==> src/hdl/rcfd_pkg.sv <==
`timescale 1ns / 1ps

package rcfd_pkg;

    // Frame layout
    localparam int unsigned FRAME_LEN  = 18;
    localparam int unsigned COUNT_SAT  = 19;
    localparam int unsigned COUNT_W    = 5;
    localparam int unsigned CH_W       = 11;
    localparam int unsigned WORD_W     = 16;
    localparam int unsigned OUT_DATA_W = 136;

    // Register map, index from paddr[3:2]
    localparam logic [1:0] REG_DEADBAND      = 2'd0;
    localparam logic [1:0] REG_CHANNEL_LIMIT = 2'd1;
    localparam logic [1:0] REG_TIMEOUT_TICKS = 2'd2;

    localparam logic [9:0]  DEADBAND_RST      = 10'd5;
    localparam logic [9:0]  CHANNEL_LIMIT_RST = 10'd660;
    localparam logic [15:0] TIMEOUT_TICKS_RST = 16'd100;

    // Request kinds on the input stream
    localparam logic OP_BYTE = 1'b0;
    localparam logic OP_TICK = 1'b1;

    localparam logic [WORD_W-1:0] WHEEL_OFFSET = 16'd1024;

    typedef struct packed {
        logic [9:0]  deadband;
        logic [9:0]  channel_limit;
        logic [15:0] timeout_ticks;
    } cfg_t;

    typedef struct packed {
        logic [CH_W-1:0]   ch1;
        logic [CH_W-1:0]   ch2;
        logic [CH_W-1:0]   ch3;
        logic [CH_W-1:0]   ch4;
        logic [1:0]        switch_one;
        logic [1:0]        switch_two;
        logic [WORD_W-1:0] mouse_x;
        logic [WORD_W-1:0] mouse_y;
        logic [WORD_W-1:0] mouse_buttons;
        logic [WORD_W-1:0] key_code;
        logic [WORD_W-1:0] wheel;
        logic              link_ok;
    } result_t;

    // Center a raw stick value: subtracting 1024 from an 11-bit value
    // is a flip of its top bit in two's complement.
    function automatic logic [CH_W-1:0] center_raw(input logic [CH_W-1:0] raw);
        center_raw = {~raw[CH_W-1], raw[CH_W-2:0]};
    endfunction

    // Magnitude of a centered value, read as unsigned so 1024 still fits
    function automatic logic [CH_W-1:0] mag_of(input logic [CH_W-1:0] c);
        mag_of = c[CH_W-1] ? (~c + 1'b1) : c;
    endfunction

endpackage

==> src/hdl/rcfd_cfg.sv <==
`timescale 1ns / 1ps

module rcfd_cfg
(
    input  logic               clk,
    input  logic               rst_n,
    input  logic               psel,
    input  logic               penable,
    input  logic               pwrite,
    input  logic [3:0]         paddr,
    input  logic [31:0]        pwdata,
    output logic [31:0]        prdata,
    output logic               pready,
    output rcfd_pkg::cfg_t     cfg
);
    import rcfd_pkg::*;

    cfg_t cfg_reg;
    cfg_t cfg_next;
    logic wr_en;

    assign pready = 1'b1;
    assign wr_en  = psel & penable & pwrite;
    assign cfg    = cfg_reg;

    // Decode the write request
    always_comb
    begin
        cfg_next = cfg_reg;
        if (wr_en)
        begin
            unique case (paddr[3:2])
                REG_DEADBAND:      cfg_next.deadband      = pwdata[9:0];
                REG_CHANNEL_LIMIT: cfg_next.channel_limit = pwdata[9:0];
                REG_TIMEOUT_TICKS: cfg_next.timeout_ticks = pwdata[15:0];
                default:           cfg_next = cfg_reg;
            endcase
        end
    end

    always_ff @(posedge clk or negedge rst_n)
    begin
        if (!rst_n)
        begin
            cfg_reg.deadband      <= DEADBAND_RST;
            cfg_reg.channel_limit <= CHANNEL_LIMIT_RST;
            cfg_reg.timeout_ticks <= TIMEOUT_TICKS_RST;
        end
        else
        begin
            cfg_reg <= cfg_next;
        end
    end

    // Read back
    always_comb
    begin
        unique case (paddr[3:2])
            REG_DEADBAND:      prdata = {22'd0, cfg_reg.deadband};
            REG_CHANNEL_LIMIT: prdata = {22'd0, cfg_reg.channel_limit};
            REG_TIMEOUT_TICKS: prdata = {16'd0, cfg_reg.timeout_ticks};
            default:           prdata = 32'd0;
        endcase
    end

endmodule

==> src/hdl/rcfd_core.sv <==
`timescale 1ns / 1ps

module rcfd_core
(
    input  logic                clk,
    input  logic                rst_n,
    input  rcfd_pkg::cfg_t      cfg,
    input  logic                item_valid,
    input  logic                item_op,
    input  logic [7:0]          item_byte,
    input  logic                item_last,
    input  logic                step,
    output logic                has_result,
    output rcfd_pkg::result_t   result
);
    import rcfd_pkg::*;

    logic [7:0]         store_reg [FRAME_LEN];
    logic [COUNT_W-1:0] count_reg;
    logic [COUNT_W-1:0] count_next;
    logic [15:0]        left_reg;
    logic [15:0]        left_next;
    logic               running_reg;
    logic               running_next;

    logic [7:0]      d [FRAME_LEN];
    logic [CH_W-1:0] raw [4];
    logic [CH_W-1:0] cen [4];
    logic [CH_W-1:0] mag [4];
    logic [CH_W-1:0] chv [4];
    logic [3:0]      fault;
    logic            frame_ok;
    logic            expire;
    logic            good;

    // Frame bytes: the last one comes straight from the current request
    always_comb
    begin
        for (int i = 0; i < FRAME_LEN - 1; i++)
        begin
            d[i] = store_reg[i];
        end
        d[FRAME_LEN-1] = item_byte;
    end

    // Stick fields straddle byte borders
    assign raw[0] = {d[1][2:0], d[0]};
    assign raw[1] = {d[2][5:0], d[1][7:3]};
    assign raw[2] = {d[4][0], d[3], d[2][7:6]};
    assign raw[3] = {d[5][3:0], d[4][7:1]};

    // Center, apply deadband, check limit
    always_comb
    begin
        for (int k = 0; k < 4; k++)
        begin
            cen[k]   = center_raw(raw[k]);
            mag[k]   = mag_of(cen[k]);
            if (mag[k] <= {1'b0, cfg.deadband})
            begin
                chv[k]   = '0;
                fault[k] = 1'b0;
            end
            else
            begin
                chv[k]   = cen[k];
                fault[k] = mag[k] > {1'b0, cfg.channel_limit};
            end
        end
    end

    assign frame_ok   = (item_op == OP_BYTE) && item_last &&
                        (count_reg == COUNT_W'(FRAME_LEN - 1));
    assign expire     = (item_op == OP_TICK) && running_reg && (left_reg[15:1] == '0);
    assign good       = frame_ok && (fault == 4'b0000);
    assign has_result = item_valid && (frame_ok || expire);

    // Result: decoded frame for a good frame, all zero otherwise
    always_comb
    begin
        result = '0;
        if (good)
        begin
            result.ch1           = chv[0];
            result.ch2           = chv[1];
            result.ch3           = chv[2];
            result.ch4           = chv[3];
            result.switch_one    = d[5][7:6];
            result.switch_two    = d[5][5:4];
            result.mouse_x       = {d[7], d[6]};
            result.mouse_y       = {d[9], d[8]};
            result.mouse_buttons = {d[13], d[12]};
            result.key_code      = {d[15], d[14]};
            result.wheel         = {d[17], d[16]} - WHEEL_OFFSET;
            result.link_ok       = 1'b1;
        end
    end

    // Byte count and timer next state
    always_comb
    begin
        count_next   = count_reg;
        left_next    = left_reg;
        running_next = running_reg;
        if (item_op == OP_TICK)
        begin
            if (running_reg)
            begin
                if (expire)
                begin
                    left_next    = '0;
                    running_next = 1'b0;
                end
                else
                begin
                    left_next = left_reg - 16'd1;
                end
            end
        end
        else
        begin
            if (item_last)
            begin
                count_next = '0;
            end
            else if (count_reg < COUNT_W'(COUNT_SAT))
            begin
                count_next = count_reg + 1'b1;
            end
            if (good)
            begin
                left_next    = cfg.timeout_ticks;
                running_next = 1'b1;
            end
        end
    end

    always_ff @(posedge clk or negedge rst_n)
    begin
        if (!rst_n)
        begin
            count_reg   <= '0;
            left_reg    <= '0;
            running_reg <= 1'b0;
        end
        else if (step)
        begin
            count_reg   <= count_next;
            left_reg    <= left_next;
            running_reg <= running_next;
        end
    end

    // Hold received bytes; drop those beyond the frame length
    always_ff @(posedge clk)
    begin
        if (step && (item_op == OP_BYTE) && (count_reg < COUNT_W'(FRAME_LEN)))
        begin
            store_reg[count_reg] <= item_byte;
        end
    end

endmodule

==> src/hdl/remote_control_frame_decoder_unit.sv <==
`timescale 1ns / 1ps

// Remote-control receiver frame decoder.
// Input stream (s_*): one request per received UART byte or per time tick.
//   s_tuser = 0 byte, 1 tick; s_tdata[7:0] = byte; s_tlast marks the last byte
//   of a frame. An 18-byte frame yields one result; other lengths yield none.
// Output stream (m_*): decoded sticks, switches, mouse, keys, wheel and
//   link_ok. A fault frame (stick beyond channel_limit) or a timer expiry
//   yields an all-zero result with link_ok 0.
// APB port: deadband at 0x0, channel_limit at 0x4, timeout_ticks at 0x8.
// Path: a request is registered in the input register, then decoded into
//   the output register, which drives m_tvalid.
// Throughput: one request per cycle while s_tready is high; the decode is a
//   single pass over the registered byte and the 17 stored frame bytes.
// Reset: byte count and timer clear, registers take their defaults, no
//   result is pending. Frame bytes are not cleared; a decode only reads
//   bytes written in the same frame.
// Stall: while m_tready is low a held result stays put; a request that
//   causes no result still moves on, one that causes a result waits in the
//   input register, and s_tready drops once that register is full.
module remote_control_frame_decoder_unit
(
    input  logic         clk,
    input  logic         rst_n,
    input  logic         s_tvalid,
    output logic         s_tready,
    input  logic [7:0]   s_tdata,   // [7:0] data_byte
    input  logic         s_tuser,   // [0] op
    input  logic         s_tlast,
    output logic         m_tvalid,
    input  logic         m_tready,
    // [10:0] ch1, [21:11] ch2, [32:22] ch3, [43:33] ch4, [45:44] switch_one,
    // [47:46] switch_two, [63:48] mouse_x, [79:64] mouse_y,
    // [95:80] mouse_buttons, [111:96] key_code, [127:112] wheel,
    // [128] link_ok, [135:129] zero
    output logic [135:0] m_tdata,
    input  logic         psel,
    input  logic         penable,
    input  logic         pwrite,
    input  logic [3:0]   paddr,
    input  logic [31:0]  pwdata,
    output logic [31:0]  prdata,
    output logic         pready
);
    import rcfd_pkg::*;

    cfg_t    cfg;
    result_t result;
    logic    has_result;

    logic       in_valid_reg;
    logic       in_op_reg;
    logic [7:0] in_byte_reg;
    logic       in_last_reg;
    logic       out_valid_reg;
    result_t    out_data_reg;

    logic out_free;
    logic step;

    rcfd_cfg u_cfg
    (
        .clk     (clk),
        .rst_n   (rst_n),
        .psel    (psel),
        .penable (penable),
        .pwrite  (pwrite),
        .paddr   (paddr),
        .pwdata  (pwdata),
        .prdata  (prdata),
        .pready  (pready),
        .cfg     (cfg)
    );

    rcfd_core u_core
    (
        .clk        (clk),
        .rst_n      (rst_n),
        .cfg        (cfg),
        .item_valid (in_valid_reg),
        .item_op    (in_op_reg),
        .item_byte  (in_byte_reg),
        .item_last  (in_last_reg),
        .step       (step),
        .has_result (has_result),
        .result     (result)
    );

    // Advance the input register unless its result has nowhere to go
    assign out_free = !out_valid_reg || m_tready;
    assign step     = in_valid_reg && (!has_result || out_free);
    assign s_tready = !in_valid_reg || step;

    always_ff @(posedge clk or negedge rst_n)
    begin
        if (!rst_n)
        begin
            in_valid_reg  <= 1'b0;
            out_valid_reg <= 1'b0;
        end
        else
        begin
            if (s_tready)
            begin
                in_valid_reg <= s_tvalid;
            end
            if (step && has_result)
            begin
                out_valid_reg <= 1'b1;
            end
            else if (m_tready)
            begin
                out_valid_reg <= 1'b0;
            end
        end
    end

    // Capture request payload and result payload
    always_ff @(posedge clk)
    begin
        if (s_tready && s_tvalid)
        begin
            in_op_reg   <= s_tuser;
            in_byte_reg <= s_tdata;
            in_last_reg <= s_tlast;
        end
        if (step && has_result)
        begin
            out_data_reg <= result;
        end
    end

    assign m_tvalid = out_valid_reg;
    assign m_tdata  = {7'd0,
                       out_data_reg.link_ok,
                       out_data_reg.wheel,
                       out_data_reg.key_code,
                       out_data_reg.mouse_buttons,
                       out_data_reg.mouse_y,
                       out_data_reg.mouse_x,
                       out_data_reg.switch_two,
                       out_data_reg.switch_one,
                       out_data_reg.ch4,
                       out_data_reg.ch3,
                       out_data_reg.ch2,
                       out_data_reg.ch1};

endmodule
==> config.mk <==
export PLATFORM = sky130hd
export DESIGN_NAME = remote_control_frame_decoder_unit
export DESIGN_NICKNAME = d
export VERILOG_FILES = /design/src/hdl/rcfd_pkg.sv /design/src/hdl/rcfd_cfg.sv /design/src/hdl/rcfd_core.sv /design/src/hdl/remote_control_frame_decoder_unit.sv
export SDC_FILE = /design/constraint.sdc
export NUM_CORES = 1
export LEC_CHECK = 0
export BUFFER_PORTS_ARGS = -buffer_cell sky130_fd_sc_hd__buf_4
export CORE_UTILIZATION = 32
export CTS_CLUSTER_DIAMETER = 30
export CTS_CLUSTER_SIZE = 10
export DETAILED_ROUTE_END_ITERATION = 12
export PLACE_DENSITY = 0.52
export SLEW_MARGIN = 0
export SYNTH_ARGS = -nofsm -noshare
export SYNTH_HDL_FRONTEND = slang
export SYNTH_SLANG_ARGS = --single-unit
==> constraint.sdc <==
create_clock -name clk -period 8 [get_ports clk]
set_input_delay 1.6 -clock clk [delete_from_list [all_inputs] [get_ports clk]]
set_output_delay 1.6 -clock clk [all_outputs]
set_load 0.02 [all_outputs]
==> results of run 1 <==
[layout make-up]
class                           instances  area (um2)
Clock buffer                          101        1990
Clock inverter                         34         417
Fill cell                            4376       27000
Inverter                               38         143
Multi-Input combinational cell        774        5360
Sequential cell                       319        9290
Tap cell                              607         759
Timing Repair Buffer                  199        1510
[metal layers]
metal,global-route usage (%),vias to the layer above
li1,-,4764
met1,22.2,4819
met2,25.5,303
met3,3.51,86
met4,6.92,0
met5,0,-
[worst max-delay path, cell delays in order, from the launching register on]
cell	delay, ns
edfxtp_1	0.40
inv_1	0.13
ha_1	0.25
nor2b_1	0.15
and2_1	0.17
a21oi_1	0.15
xor2_1	0.39
ha_1	0.34
nand3_1	0.08
nand2_1	0.05
o311ai_0	0.54
o32a_1	0.39
o211a_2	0.58
buf_4	0.61
a21boi_2	0.44
nor2b_1	0.25
[synthesized netlist by cell type (all sizes together) (5+ instances only)]
cell,number,area (um2)
o21ai,49,245
nor2,77,297
or3,10,62.6
edfxtp,259,7780
nor2b,10,62.6
nand4,22,138
dfstp,9,236
ha,90,1130
a21boi,5,45.0
xor2,33,289
buf,32,231
o21bai,7,52.6
nand3b,8,60.1
a21oi,47,235
mux2i,13,130
nor4,5,43.8
nand3,16,80.1
a21o,5,37.5
dfrtp,51,1280
o22ai,7,43.8
inv,38,143
and2,132,827
nand2,56,210
a211oi,17,138
and3,6,37.5
nor3,41,216
clkbuf,22,91.3
nand2b,11,68.8
mux2,32,364
[power by group]
group	internal [mW]	switching [mW]
Clock	1.97	0.920
Combinational	0.214	0.350
Sequential	1.88	0.0739
Total	4.06	1.34
[worst max-delay path by stage]
stage                                start           to
floorplan                         m_tready   m_tdata[0]
global placement    u_core.store_reg[1][5]  m_tdata[32]
detailed placement  u_core.store_reg[1][3]  m_tdata[32]
CTS                 u_core.store_reg[1][3]  m_tdata[32]
global route        u_core.store_reg[1][5]  m_tdata[32]
finish              u_core.store_reg[1][3]  m_tdata[32]
[per-stage QoR]
| stage | hold slack, ns | cell area (um2) | utilization (%) | instances |
|---|---|---|---|---|
| 6_report | 0.504 | 19500 | 41.9 | 2072 |
| 5_1_grt | 0.526 | 19500 | 41.9 | 2072 |
| 4_1_cts | 0.507 | 19500 | 41.9 | 2072 |
| 3_5_place_dp | 0.501 | 17100 | 36.7 | 1937 |
| 3_3_place_gp | 0.494 | 17100 | 36.7 | 1937 |
| 2_1_floorplan | 0.471 | 15100 | - | 1185 |
[logic make-up after synthesis]
kind of cell               count (synthesis)  share of synthesized area [%]
DFF                                      319                           61.9
AOI/OAI and AO/OA                        171                           7.35
and+or+nand+nor                          408                           14.8
xor gates and xnor gates                  36                           2.10
muxes                                     45                           3.29
adders and majority gates                 90                           7.50
other                                      2                         0.0500
buffers and inverters                     92                           3.10
==> metrics.txt, run 1 <==
share of cells above drive strength 1 24.9%; max_cap viols 0; Mapped Avg Cell Area 12.9 um2; Antenna Nets Post-Route 0; max FFs per register 129; final setup fails 0; # IOs 224; commonest non-fill, non-tap cells in the layout 259 x edfxtp_1, 198 x buf_4, 131 x and2_1; Final Max Tran Viols 0; DRT met1 WL 17.7 mm; register-to-register setup slack 2.82 ns; final period utilization 64.7%; Synth Flop Type edfxtp_1; routed vias/inst 4.81; Synth Cell Area 15000 um2; Nets 1549; hold buffer count at CTS 0; Setup crit start kind flop; Hold Startpoint u_core.store_reg[15][7]; Setup TNS Final 0 ns; Crit Path Max Fanout 80; Period minus WS final 5.18 ns; #FFs+latches synth 319; run status completed; Rows 79; Iteration-0 DRC Markers 602; vias in the first global route 9835; Pwr Density 278 nW/um2; Worst setup EP type flop; Synth Instances 1163; number of port buffers 181; IR drop worst, VDD 0.207 mV; via count 9972; Clock Skew 0.0170 ns; WL final 39.1 mm; Pleak 8.11 nW; CTS-repair resized insts 0; YS warnings 0; Die Wd 219 um; CTS tree done; reg-to-reg endpoint m_tdata[32]; residual DRC count 0; sequential area share after synthesis 61.9%; Area growth, synth to finish 29.6%; Die Area 47800 um2; Top Layer Used met4; Worst Max-Slew Pin Slew 0.988 ns; Clock Latency Late Sink 0.58 ns; fmax 0.193 GHz; die height 219 um; final setup margin 2.82 ns; metal3 WL 2.34 mm; first-pass GRT wire length 58.3 mm; reg2reg start u_core.store_reg[1][3]; Clk pin slew, worst setup/hold paths 0.05 ns; Setup Buffers After CTS 0; worst hold path endpoint m_tdata[111]; largest net degree at the start of global routing 117; Bufs on Longest Clock Path 3; CP Data Arrival Time 5.58 ns; Worst Path Required 8.40 ns; n_diodes 0; crit path kind flop to flop; unrepaired setup endpoints after global routing false; Worst slew margin 34.1%; worst-case reg-to-reg path depth 15; Root Buffer clkbuf_16; GRT Residual Overflow 0; Total Power 5.41 mW; TritonCTS Buffers 74; dpl ws 2.90 ns; worst min path class flop to flop; Synth async-reset ratio 18.8%; DP Wirelength 25.9 mm; Routability Congestion 0.834; WL met2 17.9 mm; core area 46500 um2; CTS Sinks 319; hold path depth 1; H-tree Lvls 3; Final Hold Vio Count 0; initial antenna violation count 2; gr usage total 16.5%; commonest non-fill, non-tap cell in the layout edfxtp_1; drt wl/cell 18.9 um; drt first pass iters 5; Synth cell types 73; EDFF count, synth 259; Initial Utilization 32.3%
Note: power is estimated with default switching activity, not from simulation.
==> run 2, diff against run 1 <==
--- a/config.mk
+++ b/config.mk
@@ -10,7 +10,7 @@
 export CTS_CLUSTER_DIAMETER = 30
 export CTS_CLUSTER_SIZE = 10
 export DETAILED_ROUTE_END_ITERATION = 12
-export PLACE_DENSITY = 0.52
+export PLACE_DENSITY = 0.5
 export SLEW_MARGIN = 0
 export SYNTH_ARGS = -nofsm -noshare
 export SYNTH_HDL_FRONTEND = slang
==> constraint.sdc (replaced) <==
create_clock -name clk -period 4.9 [get_ports clk]
set_input_delay 0.98 -clock clk [delete_from_list [all_inputs] [get_ports clk]]
set_output_delay 0.98 -clock clk [all_outputs]
set_load 0.02 [all_outputs]
==> metrics.txt, run 2 (same netlist as run 1, synthesis figures left out) <==
run status completed; worst-case reg-to-reg path depth 14; Worst slew margin 26.5%; reg2reg start u_core.store_reg[1][7]; Area growth, synth to finish 31.9%; Routability Congestion 0.845; initial antenna violation count 1; met3 GRT Util 4.82%; final setup margin 0.553 ns; gr usage total 17.1%; CTS tree done; Inst Count DP 1942; design area 19800 um2; Final Max Tran Viols 0; Setup Buffers After CTS 0; unrepaired setup endpoints after global routing false; worst min path class primary input to asynchronous set/reset pin; WL final 40.1 mm; dpl ws 0.533 ns; residual DRC count 0; Rows 79; Final Util 42.7%; CTS-repair resized insts 0; Pleak 8.29 nW; met2 usage 26.5%; Setup TNS Final 0 ns; Worst Max-Slew Pin Slew 1.10 ns; Layout fillers 4299; CTS Sinks 319; Period minus WS final 4.35 ns; max FFs per register 129; Antenna Nets Post-Route 0; vias in the first global route 10100; Top cell by count, worst path nand2_1; IR drop worst, VDD 0.332 mV; core area 46500 um2; fmax 0.230 GHz; routed vias/inst 4.83; crit path max-delay cell type o311ai_0; Iteration-0 DRC Markers 668; final period utilization 88.7%; number of port buffers 181; final setup fails 0; Pwr Density 471 nW/um2; Clock Latency Late Sink 0.60 ns; commonest non-fill, non-tap cells in the layout 259 x edfxtp_1, 203 x buf_4, 131 x and2_1; Worst Path Required 5.34 ns; crit path kind flop to flop; largest net degree at the start of global routing 67; Bufs on Longest Clock Path 3; Final Hold Vio Count 0; CP Data Arrival Time 4.78 ns; drt wl/cell 19.2 um; first-pass GRT wire length 60.3 mm; max_cap viols 0; Crit path largest cell delay 0.45 ns; H-tree Lvls 3; n_diodes 0; reg-to-reg endpoint m_tdata[10]; Root Buffer clkbuf_16; DP Wirelength 26.8 mm; cell chain of the critical path nor3_1, nand2_1, nor2_1, a21oi_1, xor2_1, ha_1, a211oi_1, nand2_1, o311ai_0, o32a_1, o211a_2, buf_4, a21boi_2, nor2b_1; Clk pin slew, worst setup/hold paths 0.05 ns; GRT Residual Overflow 0; Setup crit start kind flop; Crit Path Max Fanout 28; drt first pass iters 5; Post-Layout Cell Count 2087; grt peak-use layer met2; # IOs 224; Clock Skew 0.0262 ns; Worst setup EP type flop; commonest non-fill, non-tap cell in the layout edfxtp_1; grt met1 use 22.7%; DP Area 17100 um2; Initial Utilization 32.3%; Nets 1559; Die Wd 219 um; register-to-register setup slack 0.55 ns; Die Area 47800 um2; TritonCTS Buffers 79; share of cells above drive strength 1 26.3%; hold buffer count at CTS 0; die height 219 um; via count 10100
run 2: critical path, delay by kind of cell, from the launching register on:
family	cells	cell delay [ns]
AOI/OAI and AO/OA	6	1.91
and+or+nand+nor	5	0.85
DFF	1	0.44
adders and majority gates	1	0.34
xor gates and xnor gates	1	0.33
buffers and inverters	1	0.32
run 2: metal layers:
layer	vias up	wire length [um]
li1	4792	-
met1	4950	18100
met2	275	18600
met3	66	2500
met4	0	876
met5	-	0
run 2: cell type report:
type                            instances  area [um2]  area share, %
Tap cell                              607         759           3.83
Timing Repair Buffer                  204        1540           7.79
Multi-Input combinational cell        774        5370           27.1
Clock buffer                           93        2090           10.6
Clock inverter                         52         621           3.13
Inverter                               38         143          0.720
Sequential cell                       319        9290           46.9
run 2: power breakdown:
| part | switching (mW) | total [mW] | internal (mW) |
|---|---|---|---|
| Sequential | 0.132 | 3.20 | 3.07 |
| Clock | 1.60 | 5.22 | 3.62 |
| Combinational | 0.566 | 0.915 | 0.348 |
run 2: per-stage QoR:
step                total power, mW  hold WS [ns]
global placement               4.13         0.500
CTS                            9.44         0.483
floorplan                      3.81         0.471
finish                         9.34         0.476
global route                   9.69         0.524
detailed placement             4.16         0.501
run 2: worst max path at each step:
| stage | start | cells after the start | end | slack [ns] |
|---|---|---|---|---|
| after floorplan | u_core.left_reg[13] | 6 | m_tdata[0] | 0.97 |
| after global placement | u_core.store_reg[1][5] | 14 | m_tdata[10] | 0.56 |
| after detailed placement | u_core.store_reg[1][7] | 14 | m_tdata[10] | 0.53 |
| after CTS | u_core.store_reg[1][7] | 14 | m_tdata[10] | 0.48 |
| after global routing | u_core.store_reg[1][5] | 14 | m_tdata[10] | 0.1 |
| final | u_core.store_reg[1][7] | 14 | m_tdata[10] | 0.55 |
